--- src/rtl/acodon_pkg.sv ---
// ----------------------------------------------------------------------------
// acodon_pkg: shared definitions for the ambiguous codon translation table
// Request codes, field widths, symbol constants and nucleotide code helpers.
// ----------------------------------------------------------------------------
`default_nettype none

package acodon_pkg;

  localparam int unsigned CODE_W   = 4;
  localparam int unsigned SYM_W    = 8;
  localparam int unsigned REQ_W    = 2;
  localparam int unsigned TBL_DEPTH = 64;
  localparam int unsigned TBL_AW   = 6;

  typedef logic [REQ_W-1:0]  req_t;
  typedef logic [CODE_W-1:0] code_t;
  typedef logic [SYM_W-1:0]  sym_t;
  typedef logic [TBL_AW-1:0] tbl_addr_t;

  localparam req_t REQ_CLEAR  = 2'd0;
  localparam req_t REQ_WRITE  = 2'd1;
  localparam req_t REQ_LOOKUP = 2'd2;

  localparam code_t CODE_ANY = 4'd0;
  localparam code_t CODE_GAP = 4'd15;

  localparam sym_t SYM_UNKNOWN = 8'h58;  // 'X'
  localparam sym_t SYM_LC_A    = 8'h61;  // 'a'
  localparam sym_t SYM_LC_Z    = 8'h7A;  // 'z'
  localparam sym_t SYM_CASE    = 8'h20;

  // Plain bases a code stands for (bit b = base b); empty for a gap.
  function automatic code_t base_set(input code_t code);
    code_t s;
    s = code;
    if (code == CODE_GAP) begin
      s = '0;
    end else if (code == CODE_ANY) begin
      s = CODE_GAP;
    end
    return s;
  endfunction

  function automatic sym_t to_upper(input sym_t v);
    sym_t u;
    u = v;
    if (v >= SYM_LC_A && v <= SYM_LC_Z) begin
      u = v - SYM_CASE;
    end
    return u;
  endfunction

endpackage

`default_nettype wire

--- src/rtl/acodon_ram.sv ---
// ----------------------------------------------------------------------------
// acodon_ram: generic single-write, single-read RAM
// One write port and one read port with registered read data.
// ----------------------------------------------------------------------------
`default_nettype none

module acodon_ram #(
  parameter int unsigned WIDTH = 8,
  parameter int unsigned DEPTH = 64,
  parameter int unsigned AW    = $clog2(DEPTH)
) (
  input  wire logic             clk,
  input  wire logic             we,
  input  wire logic [AW-1:0]    waddr,
  input  wire logic [WIDTH-1:0] wdata,
  input  wire logic             re,
  input  wire logic [AW-1:0]    raddr,
  output logic      [WIDTH-1:0] rdata_r
);

  logic [WIDTH-1:0] mem [DEPTH];

  always_ff @(posedge clk) begin
    if (we) begin
      mem[waddr] <= wdata;
    end
    if (re) begin
      rdata_r <= mem[raddr];
    end
  end

endmodule

`default_nettype wire

--- src/rtl/ambiguous_codon_translation_table.sv ---
// ----------------------------------------------------------------------------
// ambiguous_codon_translation_table: codon to amino acid lookup table
// Stores one symbol per plain codon and resolves ambiguous codons on lookup.
// ----------------------------------------------------------------------------
// A clear and an ignored request code are done on acceptance. A write and
// a lookup without a gap sweep all 64 plain codons through one table port,
// one codon per cycle; a write holds the input for its sweep, a lookup for
// its sweep, a drain state and a finish state that loads the answer into
// the output register. The sweep counter addresses the RAM write port for a
// write and the read port for a lookup. A lookup with a gap in any position
// goes straight to the finish state and answers 'X' without touching the
// table. Input is not taken while a request is being worked on; a finished
// result waits in the output register while the next request is accepted,
// and a lookup that finishes while the output register is still full holds
// until the sink takes the older answer. There is no clearing pass: a valid
// bit per entry makes reset and clear take effect at once.
// ----------------------------------------------------------------------------
`default_nettype none

module ambiguous_codon_translation_table
  import acodon_pkg::*;
(
  input  wire logic        clk,
  input  wire logic        rst_n,
  input  wire logic        in_tvalid,
  output logic             in_tready,
  // [3:0] first_code, [7:4] second_code, [11:8] third_code, [19:12] symbol_in,
  // [23:20] zero
  input  wire logic [23:0] in_tdata,
  // [1:0] req_type
  input  wire logic [1:0]  in_tuser,
  output logic             out_tvalid,
  input  wire logic        out_tready,
  // [7:0] symbol_out
  output logic [7:0]       out_tdata
);

  // Sequencer states
  localparam logic [2:0] ST_IDLE  = 3'd0;
  localparam logic [2:0] ST_WRITE = 3'd1;
  localparam logic [2:0] ST_READ  = 3'd2;
  localparam logic [2:0] ST_DRAIN = 3'd3;
  localparam logic [2:0] ST_FIN   = 3'd4;

  logic [2:0]     state_r, state_nxt;
  tbl_addr_t      cnt_r, cnt_nxt;
  code_t          s1_r, s2_r, s3_r;
  sym_t           sym_r;
  logic [TBL_DEPTH-1:0] valid_r;

  // Lookup compare stage
  logic           pend_r;
  logic           vld_d_r;
  logic           seen_r;
  logic           mismatch_r;
  sym_t           common_r;
  sym_t           res_sym;
  logic           gap_r;

  logic           out_tvalid_r;
  sym_t           out_tdata_r;

  logic           in_fire;
  req_t           req;
  code_t          in_s1, in_s2, in_s3;
  logic           member;
  logic           last;
  logic           ram_we, ram_re;
  sym_t           ram_rdata;
  sym_t           entry;
  logic           out_free;

  assign in_tready  = (state_r == ST_IDLE);
  assign in_fire    = in_tvalid && in_tready;
  assign req        = in_tuser;
  assign in_s1      = base_set(in_tdata[3:0]);
  assign in_s2      = base_set(in_tdata[7:4]);
  assign in_s3      = base_set(in_tdata[11:8]);

  // Is the plain codon under the counter one of the expansions?
  assign member = s1_r[cnt_r[5:4]] && s2_r[cnt_r[3:2]] && s3_r[cnt_r[1:0]];
  assign last   = &cnt_r;

  assign ram_we = (state_r == ST_WRITE) && member;
  assign ram_re = (state_r == ST_READ) && member;

  // Entries never written since reset or clear read as 'X'.
  assign entry    = vld_d_r ? ram_rdata : SYM_UNKNOWN;
  assign out_free = !out_tvalid_r || out_tready;

  acodon_ram #(
    .WIDTH (SYM_W),
    .DEPTH (TBL_DEPTH),
    .AW    (TBL_AW)
  ) u_table (
    .clk     (clk),
    .we      (ram_we),
    .waddr   (cnt_r),
    .wdata   (sym_r),
    .re      (ram_re),
    .raddr   (cnt_r),
    .rdata_r (ram_rdata)
  );

  // Next state and sweep counter
  always_comb begin
    state_nxt = state_r;
    cnt_nxt   = cnt_r;
    unique case (state_r)
      ST_IDLE: begin
        cnt_nxt = '0;
        if (in_fire) begin
          priority if (req == REQ_WRITE) begin
            state_nxt = ST_WRITE;
          end else if (req == REQ_LOOKUP) begin
            // A gap answers at once; otherwise sweep the table.
            if (in_s1 == '0 || in_s2 == '0 || in_s3 == '0) begin
              state_nxt = ST_FIN;
            end else begin
              state_nxt = ST_READ;
            end
          end else begin
            state_nxt = ST_IDLE;
          end
        end
      end
      ST_WRITE: begin
        cnt_nxt = cnt_r + 1'b1;
        if (last) begin
          state_nxt = ST_IDLE;
        end
      end
      ST_READ: begin
        cnt_nxt = cnt_r + 1'b1;
        if (last) begin
          state_nxt = ST_DRAIN;
        end
      end
      ST_DRAIN: begin
        state_nxt = ST_FIN;
      end
      ST_FIN: begin
        if (out_free) begin
          state_nxt = ST_IDLE;
        end
      end
      default: begin
        state_nxt = ST_IDLE;
      end
    endcase
  end

  // Control registers
  always_ff @(posedge clk) begin
    if (!rst_n) begin
      state_r      <= ST_IDLE;
      cnt_r        <= '0;
      valid_r      <= '0;
      pend_r       <= 1'b0;
      seen_r       <= 1'b0;
      mismatch_r   <= 1'b0;
      gap_r        <= 1'b0;
      out_tvalid_r <= 1'b0;
    end else begin
      state_r <= state_nxt;
      cnt_r   <= cnt_nxt;
      pend_r  <= ram_re;

      if (in_fire && req == REQ_CLEAR) begin
        valid_r <= '0;
      end else if (ram_we) begin
        valid_r[cnt_r] <= 1'b1;
      end

      // Start each lookup with nothing seen.
      if (in_fire) begin
        seen_r     <= 1'b0;
        mismatch_r <= 1'b0;
        gap_r      <= (in_s1 == '0 || in_s2 == '0 || in_s3 == '0);
      end else if (pend_r) begin
        seen_r <= 1'b1;
        if (seen_r && entry != common_r) begin
          mismatch_r <= 1'b1;
        end
      end

      // Hold the result until the sink takes it.
      if (state_r == ST_FIN && out_free) begin
        out_tvalid_r <= 1'b1;
      end else if (out_tready) begin
        out_tvalid_r <= 1'b0;
      end
    end
  end

  // Payload registers
  always_ff @(posedge clk) begin
    if (in_fire) begin
      s1_r  <= in_s1;
      s2_r  <= in_s2;
      s3_r  <= in_s3;
      sym_r <= to_upper(in_tdata[19:12]);
    end
    vld_d_r <= valid_r[cnt_r];
    if (pend_r && !seen_r) begin
      common_r <= entry;
    end
    if (state_r == ST_FIN && out_free) begin
      out_tdata_r <= res_sym;
    end
  end

  always_comb begin
    res_sym = common_r;
    if (gap_r || mismatch_r) begin
      res_sym = SYM_UNKNOWN;
    end
  end

  assign out_tvalid = out_tvalid_r;
  assign out_tdata  = out_tdata_r;

`ifndef ASSERT_OFF
  // A clear has emptied the whole table by the next cycle.
  a_clear_empties: assert property (@(posedge clk) disable iff (!rst_n)
    (in_fire && req == REQ_CLEAR) |=> (valid_r == '0))
    else $error("table not emptied after clear");

  // Read data is only compared in the cycle after a sweep read.
  a_pend_from_read: assert property (@(posedge clk) disable iff (!rst_n)
    pend_r |-> ($past(state_r) == ST_READ))
    else $error("compare without a preceding table read");

  // A lookup without a gap always sees at least one expansion.
  a_drain_seen: assert property (@(posedge clk) disable iff (!rst_n)
    (state_r == ST_DRAIN) |=> (seen_r && !gap_r))
    else $error("lookup finished without any expansion");

  // A lookup with a gap skips the table sweep.
  a_gap_skips: assert property (@(posedge clk) disable iff (!rst_n)
    (in_fire && req == REQ_LOOKUP &&
     (in_s1 == '0 || in_s2 == '0 || in_s3 == '0)) |=> (state_r == ST_FIN))
    else $error("gap lookup entered the sweep");
`endif

endmodule

`default_nettype wire

--- config.mk ---
export PLATFORM = sky130hd
export DESIGN_NAME = ambiguous_codon_translation_table
export DESIGN_NICKNAME = d
export VERILOG_FILES = /design/src/rtl/acodon_pkg.sv /design/src/rtl/acodon_ram.sv /design/src/rtl/ambiguous_codon_translation_table.sv
export SDC_FILE = /design/constraint.sdc
export NUM_CORES = 1
export LEC_CHECK = 0
export ABC_CLOCK_PERIOD_IN_PS = 5000
export BUFFER_PORTS_ARGS = -buffer_cell sky130_fd_sc_hd__buf_2
export CAP_MARGIN = 40
export CELL_PAD_IN_SITES_DETAIL_PLACEMENT = 1
export CELL_PAD_IN_SITES_GLOBAL_PLACEMENT = 2
export CORE_UTILIZATION = 51
export DETAILED_ROUTE_END_ITERATION = 6
export HOLD_SLACK_MARGIN = 0.05
export PLACE_DENSITY = 0.86
export REMOVE_ABC_BUFFERS = 1
export SYNTH_ARGS = -nofsm -noshare
export SYNTH_HDL_FRONTEND = slang
export SYNTH_SLANG_ARGS = --single-unit
--- constraint.sdc ---
create_clock -name clk -period 5 [get_ports clk]
set_input_delay 0.5 -clock clk [delete_from_list [all_inputs] [get_ports clk]]
set_output_delay 0.5 -clock clk [all_outputs]
set_load 0.01 [all_outputs]
==> flow_summary.yaml <==
synthesis:
  synth_seq_area_share_pct: 73.8
  yosys_warnings: 0
  post_synth_instance_area_mm2: 0.0248
  yosys_register_bits: 635
  synth_enable_flop_cells: 556
  number_of_instances_in_the_synthesized_netlist: 1460
  synth_most_common_cell: "edfxtp_1"
  post_synth.cell_area_avg_um2: 17.0
  synth_common_cells: "556 x edfxtp_1, 111 x nor2_1, 79 x dfxtp_1"
  synth.area.top_cells: "edfxtp_1 67%, mux4_2 6.5%, dfxtp_1 6.4%"
  synth_top_area_cell: "edfxtp_1"
  count_of_cell_types_in_the_netlist: 55
  synth_flop_cell: "edfxtp_1"
  synth_largest_type_area_fraction_pct: 67.4
  asyncSetResetFlopFracSynth_pct: 0
clock_tree:
  clock_insertion_delay_worst_skew_ns: 0.63
  cts-htree-levels: 2
  numCtsBuffers: 61
  cts_resized: 0
  cts.clk_slew.worst_paths_ns: 0.06
  clock_sink_count: 635
  cts_max_path_buffers: 3
  cts_tree: "done"
  cts_setup_buffers: 0
  cts-root-buf: "clkbuf_16"
  cts_hold_buffers: 0
die:
  design.die.area_mm2: 0.0495
  fp.dieW_um: 222
  coreArea_mm2: 0.0478
  top_level_ports: 40
  fp-row-count: 80
  floorplan.initialDensity_pct: 51.8
  die_h_um: 222
power:
  static-leakage-power_nw: 9.19
  comb_power_share_pct: 4.0
  cell_internal_pwr_mw: 8.70
  vdd_drop_max_v: 0.000282
  power-per-cell-area_mw_per_mm2: 390
  pwr-share-clk_pct: 42.7
  switching_power_mw: 2.26
  seq_power_share_pct: 53.3
  power.switching_fraction_pct: 20.6
sta:
  fin_worst_hold_slack_ns: 0.0992
  fmax_mhz: 278
  fin_skew_ns: 0.0193
  min_period_over_period_pct: 71.9
  setup_viol: 0
  slew_headroom_pct: 37.5
  fin_tns_setup_ns: 0
  layout_min_cycle_time_ns: 3.60
  final-max-slew-violation-count: 0
  tightest_slew_ns: 0.935
  final-hold-violation-count: 0
  grt_setup_unrepaired: "false"
grt:
  number_of_antenna_violations_at_the_first_check_in_global_routing: 0
  track_usage_pct: 26.2
  globalRouteOverflowTotal: 0
  number_of_global_route_vias_before_repair: 14800
  grt_first_pass_wirelength_um: 95400
  grt_start_max_net_pins: 92
layout:
  layout.nets: 1582
  final_core_util_pct: 58.6
  layoutNonFillerInstCount: 2217
  nFillCells: 4230
  flow.area_growth_from_synthesis_pct: 13.3
  drive_above_1_share_pct: 18.9
routing:
  dr_wl_cell_um: 28.7
  route.detailed.drc: 0
  ant_nets_after_route: 0
  drt-initial-drc-count: 1553
  totalWireLength_um: 63600
  drt_pass1_iterations: 6
  detail_route.vias_per_cell: 6.40
  number_of_vias_in_the_routed_layout: 14200
setup_path:
  cp_slowest_stage_delay_ns: 0.87
  critical_path.endpoint_type: "register"
  arrival_ns: 3.84
  timing.critical_path.cells: "mux4_2 > and3_1 > nand2_1 > nor2_1"
  crit_required_ns: 5.24
  timing.setup.critical_path_class: "register to register"
  crit_start_category: "register"
  crit_path_max_fo: 17
  cpMaxStageDelayCell: "dfxtp_1"
status:
  status: "complete, no violations"
placement:
  dp.cells: 2096
  dp_hpwl_um: 39000
  placement.io_buffers: 35
  globalplace.congestion: 0.811
min_path:
  hold_crit_path_type: "input pin to register"
flow_run:
  cap_violations: 0
-- stage by stage --
stage / cell area, µm² / total power, mW / worst slack, ns
after floorplan: 24400 / 6.21 / -1.88
after global placement: 25800 / 6.36 / 1.56
after detailed placement: 26000 / 6.39 / 1.47
after CTS: 28000 / 11.0 / 1.47
after global routing: 28100 / 11.2 / 1.36
final: 28100 / 11.0 / 1.40
-- cells by family (layout without fill, tap and decap cells) --
group	Yosys count	in the layout	synth area share (%)
other cells	0	1	0
fa+ha+maj	2	2	0.101
simple gates	320	320	6.92
buf+inv	92	233	1.59
compound gates	261	261	7.60
mux	139	139	9.62
xor+xnor	11	11	0.389
flops	635	635	73.8
-- state kept, by name (all words and copies together) (netlist names) --
name and count:
s1_r 4, valid_r 64, u_table.mem 512, cnt_r 6, out_tvalid 1, gap_r 1, u_table.rdata_r 8, seen_r 1
out_tdata 8, vld_d_r 1, s3_r 4, s2_r 4, sym_r 8, state_r 3, common_r 8, pend_r 1
mismatch_r 1
-- worst max-delay path, delay by kind of cell (launching register included) --
family        cells  cell delay [ns]
mux               1             0.36
flops             1             0.87
simple gates      3             1.97
-- power groups by stage --
stage	Clock [mW]	Combinational (mW)	Sequential, mW
after floorplan	0	0.194	6.01
after global placement	0	0.408	5.95
after detailed placement	0	0.436	5.95
after CTS	4.74	0.441	5.84
after global routing	4.91	0.469	5.84
final	4.68	0.437	5.83
-- worst paths after layout --
kind	end	depth (start not counted)	slack, ns	start
worst max-delay path	u_table.mem[25][0]$_DFFE_PP_	4	1.40	cnt_r[4]$_SDFFE_PN0P_
worst min-delay path	sym_r[1]$_DFFE_PP_	1	0.1	in_tdata[13]
worst max register to register	u_table.mem[25][0]$_DFFE_PP_	4	1.40	cnt_r[4]$_SDFFE_PN0P_
worst min register to register	valid_r[16]$_SDFFE_PP0P_	1	0.46	valid_r[16]$_SDFFE_PP0P_
-- cell usage in the layout, fill, tap and decap left out, drive strengths merged, types with 10 or more instances in the layout --
master	count
a31oi	10
dfxtp	79
a221oi	34
nor4bb	16
nor2	111
mux4	77
mux2i	58
or2	10
and2	14
buf	112
nand4	22
edfxtp	556
o21a	64
nand2	67
o22ai	20
clkbuf	85
o21ai	14
clkinv	21
a22oi	50
nor4	10
a21oi	29
and4b	16
-- routing by layer --
layer / vias up / routed length, µm / GRT usage (%)
met5: - / 0 / 0
met4: 0 / 1740 / 8.32
met3: 109 / 4260 / 3.39
met2: 601 / 31200 / 43.2
met1: 7407 / 26400 / 36.6
li1: 6065 / - / -
-- cell type report --
| cell class | instances | area [µm²] | area share, % |
|---|---|---|---|
| tap | 615 | 769 | 2.74 |
| timing repair buffer | 112 | 798 | 2.84 |
| multi-input combinational | 733 | 6120 | 21.8 |
| antenna | 1 | 2.50 | 0.00892 |
| clock buffer | 85 | 1750 | 6.24 |
| clock inverter | 29 | 303 | 1.08 |
| inverter | 7 | 26.3 | 0.0936 |
| sequential | 635 | 18300 | 65.2 |
No activity file was read; power rests on OpenSTA's default activity.
